<file path="config.mk">
export PLATFORM = sky130hd
export DESIGN_NAME = hamming_nibble_frame_receiver_flat
export DESIGN_NICKNAME = d
export VERILOG_FILES = /design/src/hdl/hnfr_pkg.sv /design/src/hdl/hnfr_radio_if.sv /design/src/hdl/hnfr_result_if.sv /design/src/hdl/hamming_nibble_frame_receiver.sv /design/src/hdl/hnfr_nibble_decoder.sv /design/src/flat_wrapper.sv
export SDC_FILE = /design/constraint.sdc
export NUM_CORES = 1
export LEC_CHECK = 0
export BUFFER_PORTS_ARGS = -buffer_cell sky130_fd_sc_hd__buf_4
export CAP_MARGIN = 0
export CORE_UTILIZATION = 65
export CTS_CLUSTER_SIZE = 28
export DETAILED_ROUTE_END_ITERATION = 10
export HOLD_SLACK_MARGIN = 0.1
export MAX_ROUTING_LAYER = met4
export PLACE_DENSITY_LB_ADDON = 0.2
export SYNTH_ARGS = -nofsm -noshare
export SYNTH_HDL_FRONTEND = slang
export SYNTH_SLANG_ARGS = --single-unit
</file>
<file path="constraint.sdc">
create_clock -name clk -period 7.8 [get_ports clk]
set_input_delay 0.39 -clock clk [delete_from_list [all_inputs] [get_ports clk]]
set_output_delay 0.39 -clock clk [all_outputs]
set_load 0.05 [all_outputs]
</file>
<file path="src/hdl/hnfr_pkg.sv">
// Shared types, codeword table and CRC-16 step for the Hamming nibble frame receiver.
package hnfr_pkg;

    typedef enum logic [1:0] {
        KIND_START = 2'd0,
        KIND_BYTE  = 2'd1,
        KIND_STOP  = 2'd2
    } kind_t;

    typedef enum logic [2:0] {
        ST_IDLE    = 3'd0,
        ST_STARTED = 3'd1,
        ST_RUNNING = 3'd2,
        ST_OK      = 3'd3,
        ST_HAMERR  = 3'd4,
        ST_CRCERR  = 3'd5,
        ST_STOPPED = 3'd6
    } status_t;

    typedef struct packed {
        logic       hit;
        logic [3:0] nibble;
    } nib_dec_t;

    localparam logic [7:0] CODEWORDS [16] = '{
        8'h15, 8'h02, 8'h49, 8'h5E, 8'h64, 8'h73, 8'h38, 8'h2F,
        8'hD0, 8'hC7, 8'h8C, 8'h9B, 8'hA1, 8'hB6, 8'hFD, 8'hEA
    };

    localparam logic [15:0] CRC_POLY = 16'hA001;
    localparam logic [15:0] CRC_INIT = 16'hFFFF;

    // Reflected CRC-16, one byte, LSB first.
    function automatic logic [15:0] crc16_byte(input logic [15:0] crc_in,
                                               input logic [7:0]  data);
        logic [15:0] crc;
        crc = crc_in ^ {8'h00, data};
        for (int n = 0; n < 8; n++)
        begin
            if (crc[0])
            begin
                crc = (crc >> 1) ^ CRC_POLY;
            end
            else
            begin
                crc = crc >> 1;
            end
        end
        return crc;
    endfunction

endpackage

</file>
<file path="src/hdl/hnfr_radio_if.sv">
// Request channel that carries start, stop and raw radio byte requests.
interface hnfr_radio_if;
    logic       valid;
    logic       ready;
    logic [1:0] kind;
    logic [7:0] radio_byte;

    modport source (output valid, output kind, output radio_byte, input ready);
    modport sink   (input valid, input kind, input radio_byte, output ready);
endinterface

</file>
<file path="src/hdl/hnfr_result_if.sv">
// Result channel that carries one decoded byte and frame status per request.
interface hnfr_result_if;
    logic       valid;
    logic       ready;
    logic       byte_valid;
    logic [7:0] payload_byte;
    logic [6:0] byte_index;
    logic [2:0] status;
    logic       frame_end;

    modport source (output valid, output byte_valid, output payload_byte,
                    output byte_index, output status, output frame_end, input ready);
    modport sink   (input valid, input byte_valid, input payload_byte,
                    input byte_index, input status, input frame_end, output ready);
endinterface

</file>
<file path="src/hdl/hamming_nibble_frame_receiver.sv">
// Top level of the Hamming nibble frame receiver with CRC-16 frame check.
// An accepted request has its result registered and valid in the following cycle.
// Throughput: one request per cycle; the single result register is refilled in the
// same cycle it is taken, so only a stalled result sink holds off new requests.
// Reset (rst_n, asynchronous, active low) puts the receiver idle with the frame
// state cleared, last index at BUFFER_SIZE, CRC at 0xFFFF and the result register empty.
module hamming_nibble_frame_receiver #(
    parameter int BUFFER_SIZE = 64
) (
    input  logic                 clk,
    input  logic                 rst_n,
    hnfr_radio_if.sink           radio,
    hnfr_result_if.source        result
);
    import hnfr_pkg::*;

    // The write index runs one past the last index, which never exceeds BUFFER_SIZE.
    localparam int WI_W  = $clog2(BUFFER_SIZE + 2);
    localparam int LI_W  = $clog2(BUFFER_SIZE + 1);
    localparam int CMP_W = WI_W + 1;
    localparam logic [7:0] BUF_MAX = 8'(BUFFER_SIZE);

    // Frame state.
    logic            receive_active_reg, receive_active_next;
    logic            low_half_next_reg, low_half_next_next;
    logic [3:0]      high_nibble_reg, high_nibble_next;
    logic [WI_W-1:0] write_index_reg, write_index_next;
    logic [LI_W-1:0] last_index_reg, last_index_next;
    logic [15:0]     crc_reg, crc_next;
    logic [7:0]      crc_high_reg, crc_high_next;
    status_t         status_reg, status_next;

    // Result register.
    logic            out_valid_reg, out_valid_next;
    logic            byte_valid_reg, byte_valid_next;
    logic [7:0]      payload_reg, payload_next;
    logic [6:0]      index_reg, index_next;
    logic            frame_end_reg, frame_end_next;

    logic            accept;
    nib_dec_t        dec;
    logic [7:0]      assembled;
    logic [LI_W-1:0] last_eff;
    logic [CMP_W-1:0] i_ext;
    logic [CMP_W-1:0] l_ext;
    logic [15:0]     index_wide;

    hnfr_nibble_decoder u_decoder (
        .code (radio.radio_byte),
        .dec  (dec)
    );

    // A new request is taken whenever the result register is empty or being drained.
    assign radio.ready = !out_valid_reg || result.ready;
    assign accept      = radio.valid && radio.ready;

    assign assembled  = {high_nibble_reg, dec.nibble};
    assign i_ext      = CMP_W'(write_index_reg);
    assign index_wide = {{(16 - WI_W){1'b0}}, write_index_reg};

    // Byte 2 carries the index of the frame's last byte; it takes effect for the comparisons of the
    // same byte, clamped to the buffer size.
    always_comb
    begin
        if (write_index_reg == WI_W'(2))
        begin
            last_eff = (assembled > BUF_MAX) ? LI_W'(BUF_MAX) : LI_W'(assembled);
        end
        else
        begin
            last_eff = last_index_reg;
        end
    end

    assign l_ext = CMP_W'(last_eff);

    // Next frame state and result payload for the accepted request.
    always_comb
    begin
        receive_active_next = receive_active_reg;
        low_half_next_next  = low_half_next_reg;
        high_nibble_next    = high_nibble_reg;
        write_index_next    = write_index_reg;
        last_index_next     = last_index_reg;
        crc_next            = crc_reg;
        crc_high_next       = crc_high_reg;
        status_next         = status_reg;
        byte_valid_next     = 1'b0;
        payload_next        = 8'h00;
        index_next          = 7'd0;
        frame_end_next      = 1'b0;

        if (accept)
        begin
            unique case (kind_t'(radio.kind))
                KIND_START:
                begin
                    // A start always restarts the frame from scratch.
                    receive_active_next = 1'b1;
                    low_half_next_next  = 1'b0;
                    high_nibble_next    = 4'h0;
                    write_index_next    = '0;
                    last_index_next     = LI_W'(BUF_MAX);
                    crc_next            = CRC_INIT;
                    crc_high_next       = 8'h00;
                    status_next         = ST_STARTED;
                end
                KIND_STOP:
                begin
                    receive_active_next = 1'b0;
                    status_next         = ST_STOPPED;
                end
                KIND_BYTE:
                begin
                    if (receive_active_reg)
                    begin
                        status_next = ST_RUNNING;
                        if (!dec.hit)
                        begin
                            status_next         = ST_HAMERR;
                            receive_active_next = 1'b0;
                            frame_end_next      = 1'b1;
                        end
                        else if (!low_half_next_reg)
                        begin
                            high_nibble_next   = dec.nibble;
                            low_half_next_next = 1'b1;
                        end
                        else
                        begin
                            low_half_next_next = 1'b0;
                            byte_valid_next    = 1'b1;
                            payload_next       = assembled;
                            index_next         = index_wide[6:0];
                            last_index_next    = last_eff;
                            write_index_next   = write_index_reg + WI_W'(1);
                            // Bytes up to last-2 feed the CRC; byte last-1 is the
                            // received CRC high byte; byte last closes the frame.
                            if (i_ext + CMP_W'(2) <= l_ext)
                            begin
                                crc_next = crc16_byte(crc_reg, assembled);
                            end
                            else if (i_ext + CMP_W'(1) == l_ext)
                            begin
                                crc_high_next = assembled;
                            end
                            if (i_ext + CMP_W'(1) > l_ext)
                            begin
                                // Too short a frame has no CRC to check.
                                if (last_eff < LI_W'(4))
                                begin
                                    status_next = ST_CRCERR;
                                end
                                else if (crc_high_reg == crc_reg[15:8] &&
                                         assembled == crc_reg[7:0])
                                begin
                                    status_next = ST_OK;
                                end
                                else
                                begin
                                    status_next = ST_CRCERR;
                                end
                                receive_active_next = 1'b0;
                                frame_end_next      = 1'b1;
                            end
                        end
                    end
                end
                default:
                begin
                    // Unused request code: gives a result with no byte and leaves the frame state unchanged.
                end
            endcase
        end
    end

    always_comb
    begin
        if (accept)
        begin
            out_valid_next = 1'b1;
        end
        else if (result.ready)
        begin
            out_valid_next = 1'b0;
        end
        else
        begin
            out_valid_next = out_valid_reg;
        end
    end

    always_ff @(posedge clk or negedge rst_n)
    begin
        if (!rst_n)
        begin
            receive_active_reg <= 1'b0;
            low_half_next_reg  <= 1'b0;
            high_nibble_reg    <= 4'h0;
            write_index_reg    <= '0;
            last_index_reg     <= LI_W'(BUF_MAX);
            crc_reg            <= CRC_INIT;
            crc_high_reg       <= 8'h00;
            status_reg         <= ST_IDLE;
            out_valid_reg      <= 1'b0;
        end
        else
        begin
            receive_active_reg <= receive_active_next;
            low_half_next_reg  <= low_half_next_next;
            high_nibble_reg    <= high_nibble_next;
            write_index_reg    <= write_index_next;
            last_index_reg     <= last_index_next;
            crc_reg            <= crc_next;
            crc_high_reg       <= crc_high_next;
            status_reg         <= status_next;
            out_valid_reg      <= out_valid_next;
        end
    end

    // Result payload is loaded only with an accepted request and needs no reset.
    always_ff @(posedge clk)
    begin
        if (accept)
        begin
            byte_valid_reg <= byte_valid_next;
            payload_reg    <= payload_next;
            index_reg      <= index_next;
            frame_end_reg  <= frame_end_next;
        end
    end

    // The reported status is the frame status after the request.
    assign result.valid        = out_valid_reg;
    assign result.byte_valid   = byte_valid_reg;
    assign result.payload_byte = payload_reg;
    assign result.byte_index   = index_reg;
    assign result.status       = status_reg;
    assign result.frame_end    = frame_end_reg;

    // Every accepted request produces a result in the next cycle.
    a_result_follows: assert property (@(posedge clk) disable iff (!rst_n)
        accept |=> result.valid)
        else $error("accepted request produced no result");

    // A frame end carries one of the final statuses.
    a_end_status: assert property (@(posedge clk) disable iff (!rst_n)
        (result.valid && result.frame_end) |->
        (status_reg == ST_OK || status_reg == ST_HAMERR || status_reg == ST_CRCERR))
        else $error("frame end without final status");

    // Reception only stops through a stop request or a finished frame.
    a_active_drop: assert property (@(posedge clk) disable iff (!rst_n)
        $fell(receive_active_reg) |->
        (status_reg == ST_OK || status_reg == ST_HAMERR ||
         status_reg == ST_CRCERR || status_reg == ST_STOPPED))
        else $error("reception ended without final or stopped status");

endmodule

</file>
<file path="src/hdl/hnfr_nibble_decoder.sv">
// Hamming codeword lookup: maps a radio byte to its nibble or flags a non-codeword.
module hnfr_nibble_decoder (
    input  logic [7:0]         code,
    output hnfr_pkg::nib_dec_t dec
);
    import hnfr_pkg::*;

    // Codewords are distinct, so at most one entry matches and the OR is exact.
    always_comb
    begin
        dec = '0;
        for (int k = 0; k < 16; k++)
        begin
            if (code == CODEWORDS[k])
            begin
                dec.hit    = 1'b1;
                dec.nibble = dec.nibble | 4'(k);
            end
        end
    end
endmodule
</file>
<file path="src/flat_wrapper.sv">
// flat-port wrapper written by rule: the top's interface ports become plain ports
module hamming_nibble_frame_receiver_flat import hnfr_pkg::*;
#(
    parameter int BUFFER_SIZE = 64
)
  (clk, rst_n, radio_valid, radio_kind, radio_radio_byte, radio_ready, result_valid, result_byte_valid, result_payload_byte, result_byte_index, result_status, result_frame_end, result_ready);
  hnfr_radio_if radio_i ();
  hnfr_result_if result_i ();
  input  logic clk;
  input  logic rst_n;
  input wire logic [$bits(radio_i.valid)-1:0] radio_valid;
  input wire logic [$bits(radio_i.kind)-1:0] radio_kind;
  input wire logic [$bits(radio_i.radio_byte)-1:0] radio_radio_byte;
  output wire logic [$bits(radio_i.ready)-1:0] radio_ready;
  output wire logic [$bits(result_i.valid)-1:0] result_valid;
  output wire logic [$bits(result_i.byte_valid)-1:0] result_byte_valid;
  output wire logic [$bits(result_i.payload_byte)-1:0] result_payload_byte;
  output wire logic [$bits(result_i.byte_index)-1:0] result_byte_index;
  output wire logic [$bits(result_i.status)-1:0] result_status;
  output wire logic [$bits(result_i.frame_end)-1:0] result_frame_end;
  input wire logic [$bits(result_i.ready)-1:0] result_ready;
  assign radio_i.valid = radio_valid;
  assign radio_i.kind = radio_kind;
  assign radio_i.radio_byte = radio_radio_byte;
  assign radio_ready = radio_i.ready;
  assign result_valid = result_i.valid;
  assign result_byte_valid = result_i.byte_valid;
  assign result_payload_byte = result_i.payload_byte;
  assign result_byte_index = result_i.byte_index;
  assign result_status = result_i.status;
  assign result_frame_end = result_i.frame_end;
  assign result_i.ready = result_ready;
  hamming_nibble_frame_receiver #(.BUFFER_SIZE(BUFFER_SIZE)) u_core (.clk(clk), .rst_n(rst_n), .radio(radio_i), .result(result_i));
endmodule
</file>
Word level (Yosys, flattened, before mapping) --
Cells that the tools add are included.
Operators by class: reductions and logical operators 18, bitwise operators 9, add/sub/neg operators 3, eq/ne operators 29, mux-type cells 113, $lt $le $gt $ge 4
Operators by type and width (number):
- two-way mux 16 bit | 54
- two-way mux 5 bit | 16
- == test 8 bit, second input constant | 8
- two-way mux 7 bit | 8
- two-way mux 8 bit | 5
- == test 8 x 7 -> 1 bit, second input constant | 4
- case mux 16 bit (2 select lines) | 1
- case mux 7 bit (2 select lines) | 2
- inverter 2 -> 3 bit | 8
- two-way mux 3 bit | 6
- == test 8 x 6 -> 1 bit, second input constant | 2
- == test 8 bit | 2
- case mux 8 bit (2 select lines) | 1
- bitwise XOR 16 x 8 -> 16 bit | 1
- two-way mux 1 bit | 13
- two-way mux 4 bit | 3
- != test 2 x 1 -> 1 bit, second input constant | 5
- AND reduction 5 bit | 2
- case mux 3 bit (3 select lines) | 1
- adder 7 x 1 -> 8 bit, second input constant | 1
- adder 7 x 2 -> 8 bit, second input constant | 1
- == test 8 x 2 -> 1 bit, second input constant | 1
- == test 8 x 5 -> 1 bit, second input constant | 1
- == test 8 x 7 -> 1 bit | 1
- other kinds (23) | 29
Word-level totals: word-level logic and storage cells 189, register bits after elaboration 65, output and inout bits 22

Logic depth before layout (Yosys ltp) --
Gate-level depths: netlist of run 1.
word-level depth 82, depth in mapped cells 17

Modules after synthesis --
A second synthesis of run 1 with hierarchy kept.
Second synthesis, totals: cells, all modules 414, area, all modules 4189.0 µm²
By module, submodules not included:
- hamming_nibble_frame_receiver | area an instance 3724.8 µm², cells each 347, instances 1
- hnfr_nibble_decoder | area an instance 464.2 µm², cells each 67, instances 1

Worst setup path after synthesis of run 1 --
Ideal clock, no wire load.
path kind in2reg, start input radio_radio_byte[6], end register u_core.crc_reg[11], path slack 3.997 ns, path buffers 2, arrival 3.715 ns, stages 16, cell sequence clkbuf_1 nand2b_1 o22ai_1 and3b_1 o311ai_0 inv_1 a22oi_1 ha_1 a21o_1 a2bb2oi_1 a22oi_1 o211ai_1 o22ai_2 clkbuf_1 nor4b_1 a21oi_1
On the way: longest elaborated chain between the ends 73, elaborated cells between the ends (all ways) 99
Ends and longest elaborated chain:
- start, declared | line flat_wrapper.sv:13 | input wire logic [$bits(radio_i.radio_byte)-1:0] radio_radio_byte;
- == test 8 x 2 -> 1 bit or == test 8 x 7 -> 1 bit (tied branches) | line hnfr_nibble_decoder.sv:14 | if (code == CODEWORDS[k])
- two-way mux 5 bit (14 in series) | line hnfr_nibble_decoder.sv:14
- two-way mux 5 bit (*) | line hnfr_nibble_decoder.sv:14
- bitwise XOR 16 x 8 -> 16 bit or inverter 2 -> 3 bit (tied branches)
- two-way mux 16 bit | line hnfr_pkg.sv:40 | if (crc[0])
- two-way mux 16 bit | line hamming_nibble_frame_receiver.sv:139 | if (i_ext + CMP_W'(2) <= l_ext)
- two-way mux 16 bit | line hamming_nibble_frame_receiver.sv:124 | else if (!low_half_next_reg)
- two-way mux 16 bit | line hamming_nibble_frame_receiver.sv:118 | if (!dec.hit)
- [... 44 more ...]
- two-way mux 16 bit | line hamming_nibble_frame_receiver.sv:95 | unique case (kind_t'(radio.kind))
- two-way mux 16 bit | line hamming_nibble_frame_receiver.sv:93 | if (accept)
- two-way mux 16 bit | line hnfr_pkg.sv:40
- two-way mux 16 bit | line hamming_nibble_frame_receiver.sv:139
- two-way mux 16 bit | line hamming_nibble_frame_receiver.sv:124
- two-way mux 16 bit | line hamming_nibble_frame_receiver.sv:118
- two-way mux 16 bit | line hamming_nibble_frame_receiver.sv:115 | if (receive_active_reg)
- case mux 16 bit (2 select lines) | line hamming_nibble_frame_receiver.sv:95
- end signal, assigned | line hamming_nibble_frame_receiver.sv:214 | crc_reg <= crc_next;
- end, declared | line hamming_nibble_frame_receiver.sv:29 | logic [15:0] crc_reg, crc_next;
Mark *: on every way between the ends. The rest lies on a longest branch, timed or not. The select of a mux whose other input is x is not followed. A chain may end at the register's enable or synchronous reset.

Worst setup path after layout of run 1 --
start register u_core.write_index_reg[0], end register u_core.crc_reg[14]
On the way: longest elaborated chain between the ends 5, elaborated cells between the ends (all ways) 6
Ends and longest elaborated chain:
- start, declared | line hamming_nibble_frame_receiver.sv:27 | logic [WI_W-1:0] write_index_reg, write_index_next;
- start signal, assigned | line hamming_nibble_frame_receiver.sv:212 | write_index_reg <= write_index_next;
- branches (longest 2 deep; another with adder 7 x 2 -> 8 bit)
- <= comparator 8 x 7 -> 1 bit (*) | line hamming_nibble_frame_receiver.sv:139
- != test 2 x 1 -> 1 bit (no source line) (*)
- AND reduction 6 bit (no source line) (*)
Every way passes the cells marked *.

==> metrics, run 1 <==
status=finished with violations; violated checks=DRC; Logic pwr share=30.4%; largest net degree at the start of global routing=49; most common cell after layout, fill and taps aside=nand2_1; H-tree depth=3; DR WL/cell=between 15 and 20 µm; Period minus WS final=4.27 ns; die height=84.3 µm; vias post-DR=3,462; DR pass1 iterations=8; Crit Path Category=reg -> reg; Cell Count Post-Placement=approximately 530; peak per-stage delay on the critical path=0.61 ns; Main synth FF type=dfrtp_1; setup bufs post-CTS=0; Mapped Avg Cell Area=10.0 µm²; CP Max Fanout=15; Largest register FFs=16; Clock Path Buffers=2; RSZ-0062 raised after global routing=false; Post-synth EDFFs=17; Slew headroom=between 40% and 50%; Pwr per Cell Area=215 nW/µm²; Sw Pwr=0.000324 W; Detail Route Antenna Nets=0; setup TNS=0 ns; Seq pwr share=42.5%; required time worst endpoint=8.07 ns; final wirelength=9760 µm; sequential area share after synthesis=between 30% and 40%; Total Routing Usage GR=30.0%; Max Clock Skew=0.0147 ns; Core Area=between 6000 and 7000 µm²; Tightest Pin Transition=between 0.8 and 0.9 ns; Max IR drop VDD=~0.26 mV; Finish-stage setup viols=0; CP startpoint kind=flip-flop; yosys warns=0; critical path, cell by cell=inv_1 > ha_1 > nor4b_1 > nand2_1 > nor2_1 > a22oi_1 > ha_1 > a21o_1 > a2bb2oi_1 > a22oi_1 > o211ai_1 > o22ai_2 > o21ai_4 > mux2_1; nets=498; sw frac=31.1%; DRC violations left=2; fmax=234 MHz; slowest cell on the critical path=o22ai_2; Seq cells post-synth=65; clock share of power=27.0%; worst slack, placed=3.44 ns; most frequent cells in the layout=nand2_1 (40), buf_4 (35), dfrtp_1 (31); Layout area overhead=10.3%; DIE WIDTH=84.3 µm; cell count after synthesis=439; worst path bufs/invs=1; Skew-Pair Late Insertion Delay=0.34 ns; WP data arrival=4.54 ns; CP Launch Point=u_core.write_index_reg[0]; Initial Util=68.5%; ant diodes=0; layout cells sized above 1=between 20 and 25%; vias in the first global route=between 3k and 4k; vias per cell=6.36; Final Hold Fails=0; first-pass GRT wire length=16,000 µm; Mapped Area=4400 µm²; row count=29; Setup crit end kind=flip-flop; CTS tree=done; worst r2r src=u_core.write_index_reg[0]; DPL Wire Length=just under 7000 µm; initial antenna violation count=0; syn nets=approximately 480; initial DRC count=about 250; die area=7100 µm²; clock transition at the registers of the reported paths=around 0.07 ns; TritonCTS Buffers=9; gp weighted congestion=0.965; post_cts resized=0; non-filler cells, final=between 500 and 600; clock sinks=between 60 and 70; Leak Pwr=2.13 nW; delay-heaviest family, CP=compound AO/OA/AOI/OAI gates; Final Slew Violations=0; max-cap violation count=0; grt ovf=0; hold wc startpoint=radio_valid; IO Pins=36; worst hold path class=in -> reg; port buffer count=35; post-synthesis cell type count=75; Pint=a little over 0.0007 W; Setup WS post-layout=3.53 ns; root buffer cell=clkbuf_8; period utilization=54.8%; ys async rst share=73.8%
==> kinds of logic after synthesis <==
family | after synthesis | share of synthesized area, %
flops | 65 | 39.4
xor+xnor | 38 | 9.08
simple gates | 149 | 19.4
mux | 16 | 5.15
compound gates | 100 | 16.0
fa+ha+maj | 22 | 6.26
buf+inv | 49 | 4.67
==> layout make-up <==
cell class              count  area [µm²]
multi-input cells         325        2460
flip-flops and latches     65        1730
fillers                   455        1570
repair buffers             36         273
clock buffers              15         189
well taps                  77        96.3
inverters                  25        93.8
clock inverters             1        5.00
==> final timing paths <==
| kind | end | slack [ns] | depth (start not counted) |
|---|---|---|---|
| min reg2reg | u_core.crc_reg[4] | 0.47 | 2 |
| max in group asynchronous | u_core.last_index_reg[4] | 6.78 | 2 |
| max reg2reg | u_core.crc_reg[14] | 3.53 | 14 |
| min in group asynchronous | u_core.write_index_reg[5] | 0.58 | 2 |
| max | u_core.crc_reg[14] | 3.53 | 14 |
| min | u_core.result.valid | 0.25 | 2 |
==> through the flow <==
stage | instance area (µm²) | hold WS, ns | util, % | total power, W
3_5_place_dp | 4650 | 0.440 | 72.3 | 0.000766
3_3_place_gp | 4650 | 0.433 | 72.3 | 0.000755
4_1_cts | 4850 | 0.250 | 75.5 | 0.00104
2_1_floorplan | 4400 | 0.0944 | - | 0.000692
6_report | 4850 | 0.248 | 75.5 | 0.00104
5_1_grt | 4850 | 0.259 | 75.5 | 0.00109
==> cells in the mapped netlist (all sizes together) (12+ instances only) <==
| cell type | count | area [µm²] |
|---|---|---|
| nand2 | 41 | 156 |
| dfrtp | 31 | 776 |
| nor2 | 26 | 100 |
| xnor2 | 26 | 228 |
| inv | 25 | 93.8 |
| a21oi | 22 | 121 |
| ha | 22 | 275 |
| o21ai | 22 | 121 |
| dfstp | 17 | 447 |
| edfxtp | 17 | 510 |
| clkbuf | 16 | 60.1 |
| nand3 | 15 | 75.1 |
| and3 | 12 | 75.1 |
==> worst register-to-register path, delay by kind of cell (launching register included) <==
family / cells / cell delay [ns]
AOI/OAI and AO/OA: 7 / 1.72
and+or+nand+nor: 3 / 0.97
DFF: 1 / 0.48
adders and majority gates: 2 / 0.48
muxes: 1 / 0.38
buffers and inverters: 1 / 0.16
==> what timing repair did <==
item | CTS | global route
endpoints found under the setup margin | 0 | 0
hold buffers | 1 | 0
hold endpoints to repair | 31 | 0
==> layer usage <==
layer | global-route usage (%) | wire length, µm | vias up
met2 | 45.5 | 4540 | 142
li1 | - | - | 1653
met5 | - | 0 | -
met4 | 8.15 | 170 | 0
met1 | 41.6 | 4390 | 1646
met3 | 5.60 | 664 | 21
==> power by group through the flow <==
stage	clock network (W)	registers (W)	logic, W
2_1_floorplan	0	0.000462	0.000230
3_3_place_gp	0	0.000445	0.000310
3_5_place_dp	0	0.000449	0.000317
4_1_cts	0.000283	0.000443	0.000319
5_1_grt	0.000299	0.000448	0.000344
6_report	0.000281	0.000442	0.000317
Note: power is estimated with default switching activity, not from simulation.
==> inputs of run 2 (changes only) <==
ABC_AREA = 1   (was not set)
CORE_UTILIZATION = 55   (was 65)
clock period = 3.72 ns   (was 7.8 ns; I/O delays follow)
==> run 2 against run 1 <==
Against the previous run: the run now ends clean; sequential power up 140%; largest power group unchanged; critical path type unchanged; core utilization decreased by 10 points; clock power up 110%; die area increased by 15%; synthesized cell count is 26% higher; cell count rose by 29%; design area is 0.34% lower; non-clock buffer count is 4 higher; count of clock-buffer cells in the layout down 6; combinational power grew to 2.9 times the previous value; first-iteration DRC count fell by 5.3%.
==> metrics, run 2 <==
status=finished, final reports clean; Layout area overhead=12.8%; sequential area share after synthesis=40.4% (+1.0 points); adder-cell share of the synthesized area=6.42% (+0.16 points); post_cts resized=0 (unchanged); grt ovf=0 (unchanged); layout cells sized above 1=16.8% (-3.5 points); period utilization=90.5% (+36 points); most frequent cells in the layout=nand2_1 (135), nor2_1 (86), inv_1 (73); hold wc startpoint=radio_kind[1]; worst hold path class=in -> reg; Mapped Avg Cell Area=7.72 µm² (-23%); most common cell after layout, fill and taps aside=nand2_1; Total Routing Usage GR=26.0% (-4.0 points); Compound-Gate Fraction of Synth Area=7.91% (-8.1 points); Initial Util=57.8% (-11 points); vias per cell=5.25 (-18%); vias post-DR=3,672 (+6.1%); most common cell in the synthesized netlist=nand2_1; ranking of synthesized cells by area=dfrtp_1 (18%), edfxtp_1 (12%), nand2_1 (12%); Seq cells post-synth=65 (unchanged); TritonCTS Buffers=9 (unchanged); clock sinks=65 (unchanged); Period minus WS final=3.37 ns (-0.907 ns); ant diodes=0 (unchanged); Main synth FF type=dfrtp_1; R2R cell count=20 (+6); Logic pwr share=35.9% (+5.5 points); DIE WIDTH=90.3 µm (+7.1%); cell count after synthesis=555 (+26%); setup bufs post-CTS=0 (unchanged); top-area cell type share of the netlist area=18.1% (+0.46 points); port buffer count=35 (unchanged); largest family of logic cells by synthesized area=simple AND/OR/NAND/NOR gates; Largest register FFs=16 (unchanged); fmax=297 MHz (+27%); worst hold slack=0.324 ns (+0.0761 ns); r2r setup slk=0.35 ns (-3.17 ns); Seq pwr share=40.8% (-1.7 points); FF/Latch Area=1730 µm² (unchanged); Pwr per Cell Area=529 nW/µm² (+150%); CP Max Fanout=9 (-6); CP Launch Point=u_core.write_index_reg[0]; post-synthesis cell type count=40 (-47%); multi-input logic area=2160 µm² (-12%); RSZ-0062 raised after global routing=false; initial DRC count=234 (-5.3%); Leak Pwr=2.52 nW (+18%); DRC violations left=0 (-2); Slew headroom=56.1% (+13 points); Finish-stage setup viols=0 (unchanged); worst slack, placed=0.461 ns (-2.97 ns); Setup WS post-layout=0.354 ns (-3.17 ns); Post-synth EDFFs=17 (unchanged); DR WL/cell=13.7 µm (-23%); Clock Path Buffers=2 (unchanged); Skew-Pair Late Insertion Delay=0.36 ns (+0.02 ns); Pint=0.00159 W (+120%); Hold Crit Depth=6 (+4); max-cap violation count=0 (unchanged); yosys warns=0 (unchanged); cell taking the most area after synthesis=dfrtp_1; row count=31 (+6.9%); root buffer cell=clkbuf_8; CP startpoint kind=flip-flop; Post-synth top cells=nand2_1 (135), nor2_1 (86), inv_1 (73), dfrtp_1 (31); required time worst endpoint=3.96 ns (-4.11 ns); die height=90.3 µm (+7.1%); nets=632 (+27%); clock share of power=23.3% (-3.7 points); post-synthesis simple-gate area fraction=31.1% (+12 points); WP data arrival=3.61 ns (-0.93 ns); largest net degree at the start of global routing=49 (unchanged); Hold Path End=u_core.result.status[2]; Tightest Pin Transition=0.658 ns (-0.199 ns); Final Slew Violations=0 (unchanged); R2R Path End=u_core.crc_high_reg[0]; H-tree depth=3 (unchanged); gp weighted congestion=0.966 (about the same); Crit Path Category=reg -> reg; initial antenna violation count=0 (unchanged); CTS tree=done; syn nets=591 (+24%); final wirelength=9620 µm (-1.4%); DPL Wire Length=7190 µm (+4.0%); Core Area=7410 µm² (+15%); Sw Pwr=0.000965 W (+200%); Detail Route Antenna Nets=0 (unchanged); die area=8150 µm² (+15%); post-synthesis mux area share=0% (-5.1 points); Mapped Area=4290 µm² (-2.6%); Max IR drop VDD=0.315 mV (+22%); Final Hold Fails=0 (unchanged); setup TNS=0 ns (unchanged); clock transition at the registers of the reported paths=0.08 ns (about the same); worst r2r src=u_core.write_index_reg[0]; Filler cells=654 (+44%); Synth Area in XOR/XNOR=5.02% (-4.1 points); Setup crit end kind=flip-flop; first-pass GRT wire length=16,300 µm (+1.9%); IO Pins=36 (unchanged); sw frac=37.8% (+6.6 points); DR pass1 iterations=5 (-3); vias in the first global route=3,470 (+9.7%); Max Clock Skew=0.0101 ns (-0.00464 ns); ys async rst share=73.8% (unchanged)
[run 2: how the worst max path moves through the flow]
stage	to	cells past startpoint
after floorplan	u_core.result.frame_end	19
after global placement	u_core.crc_high_reg[0]	19
after detailed placement	u_core.crc_high_reg[2]	19
after CTS	u_core.crc_high_reg[0]	20
after global routing	u_core.crc_high_reg[6]	20
final	u_core.crc_high_reg[0]	20
[run 2: kinds of logic (layout without fill, tap and decap cells)]
group | after synthesis | after routing
AND/OR/NAND/NOR | 295 | 295
flip-flops | 65 | 65
adder cells (fa/ha/maj) | 22 | 22
buffers and inverters | 93 | 139
AO/OA/AOI/OAI | 57 | 57
XOR/XNOR | 23 | 23
[run 2: layout make-up]
| cell class | instances | share of cell area (%) |
|---|---|---|
| clock buffer | 9 | 2.56 |
| timing repair buffer | 40 | 6.37 |
| inverter | 83 | 6.45 |
| tap | 99 | 2.56 |
| sequential | 65 | 35.9 |
| multi-input combinational | 397 | 44.8 |
| clock inverter | 7 | 1.45 |
[run 2: repair_timing]
item / CTS / global route
hold endpoints to repair: 32 / 0
setup endpoints to repair: 0 / 0
hold buffers: 3 / 0
[run 2: routing by layer]
metal / vias up / global-route usage (%) / wire [µm]
met4: 0 / 7.80 / 133
met3: 17 / 5.81 / 414
met1: 1713 / 32.7 / 4470
li1: 1864 / - / -
met5: - / - / 0
met2: 78 / 42.1 / 4610
[run 2: critical path, stage by stage, from the launching register on]
cell and delay [ns]:
dfrtp_1 0.46, inv_1 0.15, ha_1 0.22, nand2_1 0.08, nor3_2 0.04, nand3_1 0.25
nor2_1 0.12, a21oi_1 0.26, inv_1 0.12, ha_1 0.30, inv_1 0.05, nor2_1 0.09
nand3_1 0.10, nor3_1 0.15, nand4_1 0.22, inv_1 0.10, nand3_1 0.09, nand2_2 0.19
nand2_4 0.11, nand2_1 0.09, nand2_1 0.05
[run 2: power groups by stage]
stage | registers, W | logic, W | clock network [W]
final | 0.00104 | 0.000918 | 0.000595
after global routing | 0.00106 | 0.00104 | 0.000634
after CTS | 0.00104 | 0.000916 | 0.000608
after detailed placement | 0.00106 | 0.000906 | 0
after global placement | 0.00105 | 0.000878 | 0
after floorplan | 0.00107 | 0.000668 | 0
[run 2: stage by stage]
stage / util [%] / total power (W) / std cells / instance area (µm²)
after floorplan: - / 0.00174 / 555 / 4290
after global placement: 62.2 / 0.00193 / 681 / 4610
after detailed placement: 62.2 / 0.00196 / 681 / 4610
after CTS: 65.2 / 0.00257 / 700 / 4830
after global routing: 65.2 / 0.00273 / 700 / 4830
final: 65.2 / 0.00256 / 700 / 4830
==> inputs of run 3 (changes only) <==
CORE_UTILIZATION = 56   (was 55)
CTS_BUF_LIST = sky130_fd_sc_hd__clkbuf_4   (was not set)
==> run 3 against run 2 <==
Against the previous run: clock skew is 0.017 ns higher; sequential cell count is the same; combinational power barely moved; fmax is 0.48% higher; clock power shrank 16%; register-to-register slack improved by 0.02 ns; sequential share of layout area increased by 0.37 points; core utilization barely moved; sequential power about the same; cell count unchanged; non-clock buffer count stayed put; count of clock-buffer cells in the layout unchanged.
==> metrics, run 3 (synthesis gave the netlist of run 2 again) <==
status=finished, final reports clean; critical path, cell by cell=inv_1 > ha_1 > nand2_1 > nor3_2 > nand3_1 > nor2_1 > a21oi_1 > inv_1 > ha_1 > inv_1 > nor2_1 > nand3_1 > nor3_1 > nand4_1 > inv_1 > nand3_1 > nand2_2 > nand2_4 > nand2_1 > nand2_1; Pint=0.00149 W (-6.3%); peak per-stage delay on the critical path=0.49 ns (+0.03 ns); required time worst endpoint=4.04 ns (+0.08 ns); clock share of power=20.3% (-3.0 points); setup bufs post-CTS=0 (unchanged); Seq pwr share=42.4% (+1.6 points); Crit Path Category=reg -> reg; Setup crit end kind=flip-flop; Max IR drop VDD=0.252 mV (-20%); Tightest Pin Transition=0.699 ns (+0.0409 ns); vias post-DR=3,689 (+0.46%); post_cts resized=0 (unchanged); root buffer cell=clkbuf_4; vias per cell=5.27 (+0.46%); non-filler cells, final=700 (unchanged); nets=632 (unchanged); Sw Pwr=0.000962 W (-0.35%); CP startpoint kind=flip-flop; DR WL/cell=13.7 µm (-0.55%); CTS tree=done; worst path bufs/invs=4 (unchanged); largest net degree at the start of global routing=49 (unchanged); setup TNS=0 ns (unchanged); total chip power=0.00245 W (-4.0%); TritonCTS Buffers=9 (unchanged); first-pass GRT wire length=15,700 µm (-4.1%); H-tree depth=3 (unchanged); Clock Path Buffers=2 (unchanged); WP data arrival=3.67 ns (+0.06 ns); Core Area=7330 µm² (-1.0%); Period minus WS final=3.35 ns (-0.0160 ns); DPL Wire Length=7210 µm (+0.28%); final wirelength=9570 µm (-0.55%); Total Routing Usage GR=26.9% (+0.86 points); Finish-stage setup viols=0 (unchanged); grt ovf=0 (unchanged); row count=31 (unchanged); Leak Pwr=2.50 nW (-0.92%); DR pass1 iterations=5 (unchanged); most common cell after layout, fill and taps aside=nand2_1; delay-heaviest family, CP=simple AND/OR/NAND/NOR gates; Detail Route Antenna Nets=0 (unchanged); Max Clock Skew=0.0275 ns (+0.0174 ns); initial DRC count=231 (-1.3%); initial antenna violation count=0 (unchanged); period utilization=90.1% (-0.43 points); worst hold path class=in -> reg; Slew headroom=53.4% (-2.7 points); IO Pins=36 (unchanged); Skew-Pair Late Insertion Delay=0.43 ns (+0.07 ns); Pwr per Cell Area=512 nW/µm² (-3.1%); Final Hold Fails=0 (unchanged); max-cap violation count=0 (unchanged); Layout area overhead=11.6%; hold_buf cts=3 (unchanged); die height=89.5 µm (-0.88%); fmax=299 MHz (+0.48%); vias in the first global route=3,390 (-2.3%); CP Max Fanout=9 (unchanged); most numerous cell on the critical path=inv_1; clock sinks=65 (unchanged); worst slack, placed=0.448 ns (-0.0128 ns); port buffer count=35 (unchanged); Final Slew Violations=0 (unchanged); most frequent cells in the layout=nand2_1 (135), nor2_1 (86), inv_1 (73); slowest cell on the critical path=dfrtp_1; die area=8010 µm² (-1.7%); clock transition at the registers of the reported paths=0.12 ns (+0.04 ns); fin util=65.3% (about the same); Initial Util=58.5% (+0.61 points); DIE WIDTH=89.5 µm (-0.88%); Logic pwr share=37.4% (+1.5 points); Largest register FFs=16 (unchanged); Cell Count Post-Placement=681 (unchanged); Setup WS post-layout=0.370 ns (+0.0160 ns); DRC violations left=0 (unchanged); layout cells sized above 1=17.0% (+0.17 points); ant diodes=0 (unchanged); RSZ-0062 raised after global routing=false; sw frac=39.2% (+1.5 points); gp weighted congestion=0.997 (+3.3%)
## run 3: cell count changes in the layout (fill, tap and decap cells not counted), sizes merged
cell / previous run / this run
clkinv: 5 / 3
clkinvlp: 0 / 1
inv: 84 / 85
## run 3: worst paths after layout
path,startpoint,to,slack (ns),depth (start not counted)
worst max-delay path,u_core.write_index_reg[0],u_core.crc_high_reg[1],0.37,20
worst min-delay path,radio_kind[1],u_core.result.status[2],0.25,6
worst max register to register,u_core.write_index_reg[0],u_core.crc_high_reg[1],0.37,20
worst min register to register,u_core.crc_reg[0],u_core.crc_reg[0],0.48,2
max in group asynchronous,rst_n,u_core.last_index_reg[4],2.97,2
min in group asynchronous,rst_n,u_core.result.status[0],0.31,2
## run 3: area by class of cell
class                      instances  area, µm²
inverter                          83        312
tap                               99        124
timing repair buffer              40        308
sequential                        65       1730
fill                             639       2550
clock buffer                       9       67.6
multi-input combinational        397       2160
clock inverter                     7       77.6
## run 3: worst register-to-register path, delay by kind of cell, from the launching register on
family	cells	cell delay, ns
DFF	1	0.49
and+or+nand+nor	13	1.57
buffers and inverters	4	0.41
adders and majority gates	2	0.51
AOI/OAI and AO/OA	1	0.28
## run 3: per-layer routing
layer,track usage (%),vias to the layer above,share of wire (%),wire length (µm)
met1,34.8,1706,45,4320
met3,5.63,11,5.5,526
met4,7.79,0,1.3,125
met5,-,-,0,0
met2,42.5,99,48,4600
li1,-,1873,-,-
## run 3: power by group through the flow
| stage | Sequential (W) | Combinational, W | Clock [W] |
|---|---|---|---|
| final | 0.00104 | 0.000916 | 0.000498 |
| after global routing | 0.00106 | 0.00103 | 0.000532 |
| after CTS | 0.00104 | 0.000914 | 0.000510 |
| after detailed placement | 0.00105 | 0.000905 | 0 |
| after global placement | 0.00105 | 0.000880 | 0 |
| after floorplan | 0.00107 | 0.000668 | 0 |
## run 3: per-stage QoR
| stage | area [µm²] | hold slack, ns |
|---|---|---|
| final | 4780 | 0.253 |
| after global routing | 4780 | 0.288 |
| after CTS | 4780 | 0.246 |
| after detailed placement | 4610 | 0.245 |
| after global placement | 4610 | 0.242 |
| after floorplan | 4290 | -0.110 |
